`src/hw/rtl/assert_macros.svh`:
```
// Assertion macros shared by the RTL that carries concurrent checks.
// Depends on nothing; included by the top level.
`ifndef ASSERT_MACROS_SVH
`define ASSERT_MACROS_SVH

`ifndef SYNTH

// Check a property at every rising clock edge outside reset.
`define ASSERT_CLK(label, clk, rst_n, prop) \
    label: assert property (@(posedge clk) disable iff (!(rst_n)) (prop)) \
        else $error("assertion failed");

// Check that a condition never holds at a rising clock edge outside reset.
`define ASSERT_NEVER(label, clk, rst_n, cond) \
    label: assert property (@(posedge clk) disable iff (!(rst_n)) !(cond)) \
        else $error("forbidden condition seen");

`else

`define ASSERT_CLK(label, clk, rst_n, prop)
`define ASSERT_NEVER(label, clk, rst_n, cond)

`endif

`endif

```
`src/hw/rtl/iyfp_pkg.sv`:
```
// Shared types and constants of the IMU yaw frame parser.
// Depends on nothing; used by the frame receiver, the yaw tracker, the top level and the testbench.
`timescale 1ns / 1ps

package iyfp_pkg;

    // Frame layout
    localparam int unsigned FRAME_BYTES = 11;
    localparam logic [3:0]  POS_TYPE    = 4'd1;
    localparam logic [3:0]  POS_YAW_LO  = 4'd6;
    localparam logic [3:0]  POS_YAW_HI  = 4'd7;
    localparam logic [3:0]  POS_LAST    = 4'(FRAME_BYTES - 1);
    localparam logic [7:0]  START_BYTE  = 8'h55;
    localparam logic [7:0]  ANGLE_TYPE  = 8'h53;

    // Item kinds
    localparam logic KIND_BYTE = 1'b0;
    localparam logic KIND_TICK = 1'b1;

    // Configuration register indexes and reset values
    localparam logic CFG_VALID_MS = 1'b0;
    localparam logic CFG_INVERT   = 1'b1;
    localparam logic [15:0] VALID_MS_RST = 16'd100;

    // Yaw age saturates here
    localparam logic [16:0] AGE_MAX = 17'h1FFFF;

    // Heading wrap limits in tenths of a degree
    localparam logic signed [13:0] HALF_TURN = 14'sd1800;
    localparam logic signed [13:0] FULL_TURN = 14'sd3600;

    // Event from the frame receiver to the yaw tracker
    typedef struct packed {
        logic              accepted;
        logic signed [11:0] yaw;
    } t_frame_evt;

    // One result transaction
    typedef struct packed {
        logic signed [11:0] yaw_tenths;
        logic               yaw_valid;
        logic signed [11:0] heading_error;
        logic               frame_accepted;
    } t_result;

endpackage

```
`src/hw/rtl/iyfp_in_if.sv`:
```
// Input channel of the IMU yaw frame parser: valid/ready plus item payload.
// Depends on nothing.
`timescale 1ns / 1ps

interface iyfp_in_if;
    logic               valid;
    logic               ready;
    logic               kind;
    logic [7:0]         rx_byte;
    logic signed [11:0] target_heading;

    modport source(output valid, output kind, output rx_byte, output target_heading,
                   input ready);
    modport sink(input valid, input kind, input rx_byte, input target_heading,
                 output ready);
endinterface

```
`src/hw/rtl/iyfp_out_if.sv`:
```
// Result channel of the IMU yaw frame parser: valid/ready plus result payload.
// Depends on nothing.
`timescale 1ns / 1ps

interface iyfp_out_if;
    logic               valid;
    logic               ready;
    logic signed [11:0] yaw_tenths;
    logic               yaw_valid;
    logic signed [11:0] heading_error;
    logic               frame_accepted;

    modport source(output valid, output yaw_tenths, output yaw_valid,
                   output heading_error, output frame_accepted, input ready);
    modport sink(input valid, input yaw_tenths, input yaw_valid,
                 input heading_error, input frame_accepted, output ready);
endinterface

```
`src/hw/rtl/iyfp_frame_rx.sv`:
```
// Byte framing, checksum and type check, and yaw word decode.
// Depends on iyfp_pkg.
`timescale 1ns / 1ps

module iyfp_frame_rx (
    input  logic                 i_clk,
    input  logic                 i_rst_n,
    input  logic                 i_step,
    input  logic [7:0]           i_byte,
    input  logic                 i_invert,
    output iyfp_pkg::t_frame_evt o_evt
);

    logic [3:0]  r_pos, n_pos;
    logic [7:0]  r_sum, n_sum;
    logic [7:0]  r_type, n_type;
    logic [15:0] r_raw, n_raw;
    logic signed [11:0] n_dec_yaw;
    logic        n_accepted;

    logic signed [24:0] w_prod;
    logic signed [24:0] w_bias;
    logic signed [12:0] w_quot;

    // Decode raw word: raw * 1800 / 32768 == raw * 225 / 4096, toward zero
    always_comb begin
        w_prod = ($signed({{9{r_raw[15]}}, r_raw}) <<< 8)
               - ($signed({{9{r_raw[15]}}, r_raw}) <<< 5)
               + $signed({{9{r_raw[15]}}, r_raw});
        w_bias = w_prod[24] ? (w_prod + 25'sd4095) : w_prod;
        w_quot = 13'(w_bias >>> 12);
        n_dec_yaw = i_invert ? 12'(-w_quot) : 12'(w_quot);
    end

    // Advance the frame position and gather the fields
    always_comb begin
        n_pos      = r_pos;
        n_sum      = r_sum;
        n_type     = r_type;
        n_raw      = r_raw;
        n_accepted = 1'b0;
        if (r_pos == 4'd0) begin
            if (i_byte == iyfp_pkg::START_BYTE) begin
                n_sum = i_byte;
                n_pos = 4'd1;
            end
        end else if (r_pos >= iyfp_pkg::POS_LAST) begin
            n_accepted = (r_sum == i_byte) && (r_type == iyfp_pkg::ANGLE_TYPE);
            n_pos      = 4'd0;
        end else begin
            if (r_pos == iyfp_pkg::POS_TYPE) begin
                n_type = i_byte;
            end else if (r_pos == iyfp_pkg::POS_YAW_LO) begin
                n_raw[7:0] = i_byte;
            end else if (r_pos == iyfp_pkg::POS_YAW_HI) begin
                n_raw[15:8] = i_byte;
            end
            n_sum = r_sum + i_byte;
            n_pos = r_pos + 4'd1;
        end
    end

    // Hold framing state between bytes
    always_ff @(posedge i_clk) begin
        if (!i_rst_n) begin
            r_pos  <= '0;
            r_sum  <= '0;
            r_type <= '0;
            r_raw  <= '0;
        end else if (i_step) begin
            r_pos  <= n_pos;
            r_sum  <= n_sum;
            r_type <= n_type;
            r_raw  <= n_raw;
        end
    end

    assign o_evt.accepted = i_step && n_accepted;
    assign o_evt.yaw      = n_dec_yaw;

endmodule

```
`src/hw/rtl/iyfp_yaw_track.sv`:
```
// Stored yaw, its age and freshness, and the wrapped heading error.
// Depends on iyfp_pkg.
`timescale 1ns / 1ps

module iyfp_yaw_track (
    input  logic                 i_clk,
    input  logic                 i_rst_n,
    input  logic                 i_step,
    input  logic                 i_tick,
    input  iyfp_pkg::t_frame_evt i_evt,
    input  logic [15:0]          i_valid_ms,
    input  logic signed [11:0]   i_target,
    output iyfp_pkg::t_result    o_result
);

    logic signed [11:0] r_yaw, n_yaw;
    logic               r_rcvd, n_rcvd;
    logic [16:0]        r_age, n_age;
    logic signed [13:0] w_diff;
    logic signed [13:0] w_err;

    // Age the yaw on ticks, refresh it on an accepted frame
    always_comb begin
        n_yaw  = r_yaw;
        n_rcvd = r_rcvd;
        n_age  = r_age;
        if (i_tick && (r_age < iyfp_pkg::AGE_MAX)) begin
            n_age = r_age + 17'd1;
        end
        if (i_evt.accepted) begin
            n_yaw  = i_evt.yaw;
            n_rcvd = 1'b1;
            n_age  = '0;
        end
    end

    // Wrap target minus yaw by one turn
    always_comb begin
        w_diff = 14'(i_target) - 14'(n_yaw);
        if (w_diff > iyfp_pkg::HALF_TURN) begin
            w_err = w_diff - iyfp_pkg::FULL_TURN;
        end else if (w_diff < -iyfp_pkg::HALF_TURN) begin
            w_err = w_diff + iyfp_pkg::FULL_TURN;
        end else begin
            w_err = w_diff;
        end
    end

    assign o_result.yaw_tenths     = n_yaw;
    assign o_result.yaw_valid      = n_rcvd && (n_age <= {1'b0, i_valid_ms});
    assign o_result.heading_error  = 12'(w_err);
    assign o_result.frame_accepted = i_evt.accepted;

    always_ff @(posedge i_clk) begin
        if (!i_rst_n) begin
            r_yaw  <= '0;
            r_rcvd <= 1'b0;
            r_age  <= '0;
        end else if (i_step) begin
            r_yaw  <= n_yaw;
            r_rcvd <= n_rcvd;
            r_age  <= n_age;
        end
    end

endmodule

```
`src/hw/rtl/imu_yaw_frame_parser.sv`:
```
// Top level of the IMU yaw frame parser: input register, result register, config.
// Depends on iyfp_pkg, iyfp_in_if, iyfp_out_if, iyfp_frame_rx, iyfp_yaw_track.
//
//   channel  | direction | carries
//   ---------+-----------+----------------------------------------------------
//   i_in     | in        | kind, rx_byte, target_heading
//   o_out    | out       | yaw_tenths, yaw_valid, heading_error, frame_accepted
//   i_cfg_*  | in        | write enable, register index, 16-bit data
//
// Every item yields one result: the item is captured in the input register, and
// its result in the result register, which offers it on o_out. One item per cycle
// is sustained while results are taken. The input register feeds one pass of
// framing and yaw logic that fills the result register. Both stages hold while
// the result is not taken, and i_in.ready then follows o_out.ready. Synchronous
// active-low reset empties both stages and restores the register defaults.
`timescale 1ns / 1ps
`include "assert_macros.svh"

module imu_yaw_frame_parser (
    input  logic        i_clk,
    input  logic        i_rst_n,
    iyfp_in_if.sink     i_in,
    iyfp_out_if.source  o_out,
    input  logic        i_cfg_we,
    input  logic        i_cfg_idx,
    input  logic [15:0] i_cfg_data
);

    logic               r_in_vld;
    logic               r_kind;
    logic [7:0]         r_byte;
    logic signed [11:0] r_target;
    logic               r_out_vld;
    iyfp_pkg::t_result  r_out;
    logic [15:0]        r_valid_ms;
    logic               r_invert;

    logic                 w_adv;
    logic                 w_commit;
    iyfp_pkg::t_frame_evt w_evt;
    iyfp_pkg::t_result    w_result;

    // Pipeline control
    assign w_adv      = !r_out_vld || o_out.ready;
    assign w_commit   = r_in_vld && w_adv;
    assign i_in.ready = !r_in_vld || w_adv;

    // Configuration registers
    always_ff @(posedge i_clk) begin
        if (!i_rst_n) begin
            r_valid_ms <= iyfp_pkg::VALID_MS_RST;
            r_invert   <= 1'b0;
        end else if (i_cfg_we) begin
            case (i_cfg_idx)
                iyfp_pkg::CFG_VALID_MS: r_valid_ms <= i_cfg_data;
                iyfp_pkg::CFG_INVERT:   r_invert   <= i_cfg_data[0];
                default:                r_invert   <= r_invert;
            endcase
        end
    end

    // Input register: capture a transaction when the stage is free
    always_ff @(posedge i_clk) begin
        if (!i_rst_n) begin
            r_in_vld <= 1'b0;
        end else if (i_in.ready) begin
            r_in_vld <= i_in.valid;
        end
    end

    always_ff @(posedge i_clk) begin
        if (i_in.valid && i_in.ready) begin
            r_kind   <= i_in.kind;
            r_byte   <= i_in.rx_byte;
            r_target <= i_in.target_heading;
        end
    end

    iyfp_frame_rx u_frame_rx (
        .i_clk    (i_clk),
        .i_rst_n  (i_rst_n),
        .i_step   (w_commit && (r_kind == iyfp_pkg::KIND_BYTE)),
        .i_byte   (r_byte),
        .i_invert (r_invert),
        .o_evt    (w_evt)
    );

    iyfp_yaw_track u_yaw_track (
        .i_clk      (i_clk),
        .i_rst_n    (i_rst_n),
        .i_step     (w_commit),
        .i_tick     (r_kind == iyfp_pkg::KIND_TICK),
        .i_evt      (w_evt),
        .i_valid_ms (r_valid_ms),
        .i_target   (r_target),
        .o_result   (w_result)
    );

    // Result register: hold until the transaction is taken
    always_ff @(posedge i_clk) begin
        if (!i_rst_n) begin
            r_out_vld <= 1'b0;
        end else if (w_adv) begin
            r_out_vld <= r_in_vld;
        end
    end

    always_ff @(posedge i_clk) begin
        if (w_commit) begin
            r_out <= w_result;
        end
    end

    assign o_out.valid          = r_out_vld;
    assign o_out.yaw_tenths     = r_out.yaw_tenths;
    assign o_out.yaw_valid      = r_out.yaw_valid;
    assign o_out.heading_error  = r_out.heading_error;
    assign o_out.frame_accepted = r_out.frame_accepted;

    // A freshly accepted frame is always reported as valid
    `ASSERT_CLK(a_accept_valid, i_clk, i_rst_n, (o_out.valid && o_out.frame_accepted) |-> o_out.yaw_valid)
    // Wrapped error stays within half a turn
    `ASSERT_NEVER(a_err_range, i_clk, i_rst_n, o_out.valid && ((o_out.heading_error > 12'sd1800) || (o_out.heading_error < -12'sd1800)))
    // Stored yaw stays within half a turn
    `ASSERT_NEVER(a_yaw_range, i_clk, i_rst_n, o_out.valid && ((o_out.yaw_tenths > 12'sd1800) || (o_out.yaw_tenths < -12'sd1800)))

endmodule

```
`src/flat_wrapper.sv`:
```
// flat-port wrapper written by rule: the top's interface ports become plain ports
module imu_yaw_frame_parser_flat 
  (i_clk, i_rst_n, i_cfg_we, i_cfg_idx, i_cfg_data, i_in_valid, i_in_kind, i_in_rx_byte, i_in_target_heading, i_in_ready, o_out_valid, o_out_yaw_tenths, o_out_yaw_valid, o_out_heading_error, o_out_frame_accepted, o_out_ready);
  iyfp_in_if i_in_i ();
  iyfp_out_if o_out_i ();
  input  logic i_clk;
  input  logic i_rst_n;
  input  logic i_cfg_we;
  input  logic i_cfg_idx;
  input  logic [15:0] i_cfg_data;
  input wire logic [$bits(i_in_i.valid)-1:0] i_in_valid;
  input wire logic [$bits(i_in_i.kind)-1:0] i_in_kind;
  input wire logic [$bits(i_in_i.rx_byte)-1:0] i_in_rx_byte;
  input wire logic [$bits(i_in_i.target_heading)-1:0] i_in_target_heading;
  output wire logic [$bits(i_in_i.ready)-1:0] i_in_ready;
  output wire logic [$bits(o_out_i.valid)-1:0] o_out_valid;
  output wire logic [$bits(o_out_i.yaw_tenths)-1:0] o_out_yaw_tenths;
  output wire logic [$bits(o_out_i.yaw_valid)-1:0] o_out_yaw_valid;
  output wire logic [$bits(o_out_i.heading_error)-1:0] o_out_heading_error;
  output wire logic [$bits(o_out_i.frame_accepted)-1:0] o_out_frame_accepted;
  input wire logic [$bits(o_out_i.ready)-1:0] o_out_ready;
  assign i_in_i.valid = i_in_valid;
  assign i_in_i.kind = i_in_kind;
  assign i_in_i.rx_byte = i_in_rx_byte;
  assign i_in_i.target_heading = i_in_target_heading;
  assign i_in_ready = i_in_i.ready;
  assign o_out_valid = o_out_i.valid;
  assign o_out_yaw_tenths = o_out_i.yaw_tenths;
  assign o_out_yaw_valid = o_out_i.yaw_valid;
  assign o_out_heading_error = o_out_i.heading_error;
  assign o_out_frame_accepted = o_out_i.frame_accepted;
  assign o_out_i.ready = o_out_ready;
  imu_yaw_frame_parser u_core (.i_clk(i_clk), .i_rst_n(i_rst_n), .i_in(i_in_i), .o_out(o_out_i), .i_cfg_we(i_cfg_we), .i_cfg_idx(i_cfg_idx), .i_cfg_data(i_cfg_data));
endmodule
```
`config.mk`:
```
export PLATFORM = sky130hd
export DESIGN_NAME = imu_yaw_frame_parser_flat
export DESIGN_NICKNAME = d
export VERILOG_FILES = /design/src/hw/rtl/iyfp_pkg.sv /design/src/hw/rtl/iyfp_in_if.sv /design/src/hw/rtl/iyfp_out_if.sv /design/src/hw/rtl/iyfp_frame_rx.sv /design/src/hw/rtl/iyfp_yaw_track.sv /design/src/hw/rtl/imu_yaw_frame_parser.sv /design/src/flat_wrapper.sv
export VERILOG_INCLUDE_DIRS = /design/src /design/src/hw/rtl
export SDC_FILE = /design/constraint.sdc
export NUM_CORES = 1
export LEC_CHECK = 0
export ABC_AREA = 1
export BUFFER_PORTS_ARGS = -buffer_cell sky130_fd_sc_hd__buf_4
export CORE_MARGIN = 2
export CORE_UTILIZATION = 60
export DETAILED_ROUTE_END_ITERATION = 8
export PLACE_DENSITY_LB_ADDON = 0.25
export SYNTH_ARGS = -nofsm -noshare
export SYNTH_HDL_FRONTEND = slang
export SYNTH_SLANG_ARGS = --single-unit
```
`constraint.sdc`:
```
create_clock -name i_clk -period 7 [get_ports i_clk]
set_clock_uncertainty 0.15 [all_clocks]
set_input_delay 0.7 -clock i_clk [delete_from_list [all_inputs] [get_ports i_clk]]
set_output_delay 0.7 -clock i_clk [all_outputs]
set_load 0.01 [all_outputs]
```
==> impl_metrics.ini <==
[cts]
cts.clk_slew.worst_paths_ns = 0.07
cts_root_buf = clkbuf_16
cts.sinks = 132
numCtsBuffers = 17
clock_latency_ns = 0.43
cts_tree = done
h-tree-depth = 4
clock_path_buffers = 2

[flow_run]
drv_cap = 0

[sta]
slew_headroom_pct = 31.4
rsz0062_at_grt = false
min_period_over_period_pct = 92.5
finalHoldViolCount = 0
worst_slew_pin_slew_ns = 1.03
fin_hold_ws_ns = 0.291
slew_viol_final = 0
final.min_clock_period_ns = 6.48
setup-violations-final = 0
tns_ns = 0
max_freq_mhz = 154

[finish]
layout-drive-gt1-share_pct = 13.9
n_antenna_cell = 0
layout.nets = 1591
final.fill_count = 1362
stdcell_count = 1687
layout-area-overhead-vs-synth_pct = 13.6
multi_input_area_sq_mm = 0.00565
final_cell_area_sq_mm = 0.0112
finish.utilization_pct = 70.1
seq_area_sq_mm = 0.00311

[drt]
wl_per_cell_um = 14.0
first_pass_iters = 5
vias = 9153
drc = 0
antenna_left = 0
drt-total-wl_um = 23600
drtIter0Drc = 802
viasPerCell = 5.43

[yosys]
yosysTopAreaCell = dfxtp_1
ys_warn_count = 0
avgSynthCellArea_sq_um = 7.11
syn-cell-area_sq_mm = 0.00983
yosysSeqAreaShare_pct = 31.7
synth_nets = 1516
synth_top_area_share_pct = 17.3
synth-async-reset-ratio_pct = 0
synth_seq_cells = 132
yosysUniqueCellTypes = 52
synthCells = 1383
synth_flop_cell = dfxtp_1
synthTopCellsByArea = dfxtp_1 17%, edfxtp_1 14%, nand2_1 11%
synth_edf_count = 47

[power_and_ir_drop]
ir_drop_uv = 174
leakage_nw = 5.67
p_per_area_mw_per_mm2 = 174

[critical_path]
crit_start = u_core.u_frame_rx.r_raw[15]$_SDFFE_PN0P_
required_ns = 7.02
crit_arrival_ns = 6.50
end_kind = flip-flop
worstSetupStartpointType = flip-flop
max_stage_delay_ns = 0.50
cpMostUsedCell = nand2_1
crit_type = flip-flop to flip-flop
path_max_fanout = 10
r2r_start = u_core.u_frame_rx.r_raw[15]$_SDFFE_PN0P_
crit_slowest_cell = fa_1

[grt]
grt_usage_pct = 27.6
overflow = 0
grt_max_degree = 61
grt_pass1_wl_um = 39900
grt_pass1_vias = 8609
grt_antenna_before_repair = 0

[run_status]
status = complete, no violations

[floorplanning]
die_y_um = 132
start_util_pct = 61.7
io_pins = 71
rows = 46
dieArea_sq_mm = 0.0174
fp.dieW_um = 132
core_area_sq_mm = 0.0159

[placement]
placed_cells = 1654
gp_congestion = 0.968
dp_hpwl_um = 17700
portBuffers = 70
place_area_sq_mm = 0.0106

[min_path]
worstHoldStart = i_in_rx_byte[6]
hp-class = input port to flip-flop
## layer usage
layer / global-route usage (%) / share of wire, % / vias to the layer above
met3: 4.42 / 6.3 / 49
met2: 45.9 / 46 / 330
met1: 37.3 / 46 / 4149
met4: 7.61 / 2.0 / 0
li1: - / - / 4625
met5: 0 / 0 / -
## worst max-delay path: cells and delay by family (launching register included)
kind                       cells  cell delay (ns)
xor gates and xnor gates       2             0.44
and+or+nand+nor               14             1.36
DFF                            1             0.47
adders and majority gates      5             1.64
buffers and inverters          7             0.77
AOI/OAI and AO/OA              7             1.41
## cells by family (layout without fill, tap and decap cells)
family                   count (synthesis)  after routing  share of synthesized area, %
AO/OA/AOI/OAI                          231            231                          13.1
flip-flops                             132            132                          31.7
adder cells (fa/ha/maj)                 90             90                          12.5
AND/OR/NAND/NOR                        609            609                          28.4
XOR/XNOR                                37             37                          3.37
buffers and inverters                  284            372                          10.9
## Yosys cell counts (4+ instances only)
library cell	instances
a211oi_1	10
nor2_1	112
nand3_2	9
o21ai_0	86
nor4_1	7
nor3_1	23
a31oi_1	5
nand4_1	24
a21o_1	6
xnor2_1	9
a21oi_1	95
inv_2	16
nand2_4	4
fa_1	14
or2_2	8
nand3b_1	6
nor2_2	16
o211ai_1	6
nor2_4	4
nand2_2	30
edfxtp_1	47
dfxtp_1	85
nand3_1	72
nand2_1	287
o21bai_1	4
clkbuf_1	17
xor2_1	27
ha_1	76
inv_1	247
## worst paths after layout
kind | endpoint | slack [ns] | cells past startpoint
worst max-delay path | u_core.o_out.heading_error[7]$_DFFE_PP_ | 0.52 | 35
worst min-delay path | u_core.r_byte[6]$_DFFE_PP_ | 0.29 | 1
worst max register to register | u_core.o_out.heading_error[7]$_DFFE_PP_ | 0.52 | 35
worst min register to register | u_core.r_valid_ms[9]$_SDFFE_PN0P_ | 0.31 | 2
## cell usage in the layout (no fill, tap or decap), drive strengths merged, types with 5 or more instances in the layout
master / synthesis / layout
nand2: 321 / 321
inv: 263 / 274
nor2: 132 / 132
a21oi: 97 / 97
o21ai: 91 / 91
dfxtp: 85 / 85
nand3: 81 / 81
ha: 76 / 76
buf: 3 / 76
edfxtp: 47 / 47
xor2: 27 / 27
nand4: 25 / 25
nor3: 24 / 24
clkbuf: 17 / 17
fa: 14 / 14
a211oi: 10 / 10
xnor2: 10 / 10
or2: 9 / 9
nor4: 7 / 7
o211ai: 7 / 7
nand3b: 6 / 6
a21o: 6 / 6
a31oi: 5 / 5
clkinv: 1 / 5
## cell type report
class                           count  share of cell area [%]
Clock buffer                       17                    3.81
Clock inverter                     15                    1.34
Inverter                          264                    8.87
Multi-Input combinational cell    967                    50.6
Sequential cell                   132                    27.9
Tap cell                          216                    2.42
Timing Repair Buffer               76                    5.11
## power by group
group	total, W	switching [W]	internal [W]
registers	0.000848	0.0000199	0.000828
logic	0.000223	0.000134	0.0000884
clock network	0.000869	0.000393	0.000476
total	0.00194	0.000547	0.00139
## repair_timing
item / CTS / global route
resized for setup: 0 / 1
setup buffers: 0 / 1
hold buffers: 0 / 0
setup endpoints to repair: 0 / 8
## sequential cells by signal, indices dropped and copies added, names as in the netlist, 4 cells and up
name / flops
u_core.u_yaw_track.r_age: 17
u_core.r_valid_ms: 16
u_core.u_frame_rx.r_sum: 8
u_core.u_frame_rx.r_raw: 16
u_core.o_out.yaw_tenths: 12
u_core.r_target: 12
u_core.o_out.heading_error: 12
u_core.u_frame_rx.r_type: 8
u_core.u_yaw_track.r_yaw: 12
u_core.r_byte: 8
u_core.u_frame_rx.r_pos: 4
## per-stage QoR
stage,setup WS [ns],power [W]
finish,0.525,0.00194
detailed placement,0.563,0.00108
CTS,0.453,0.00195
floorplan,1.47,0.00101
global route,0.0672,0.00202
global placement,0.714,0.00107
No activity file was read; power rests on OpenSTA's default activity.
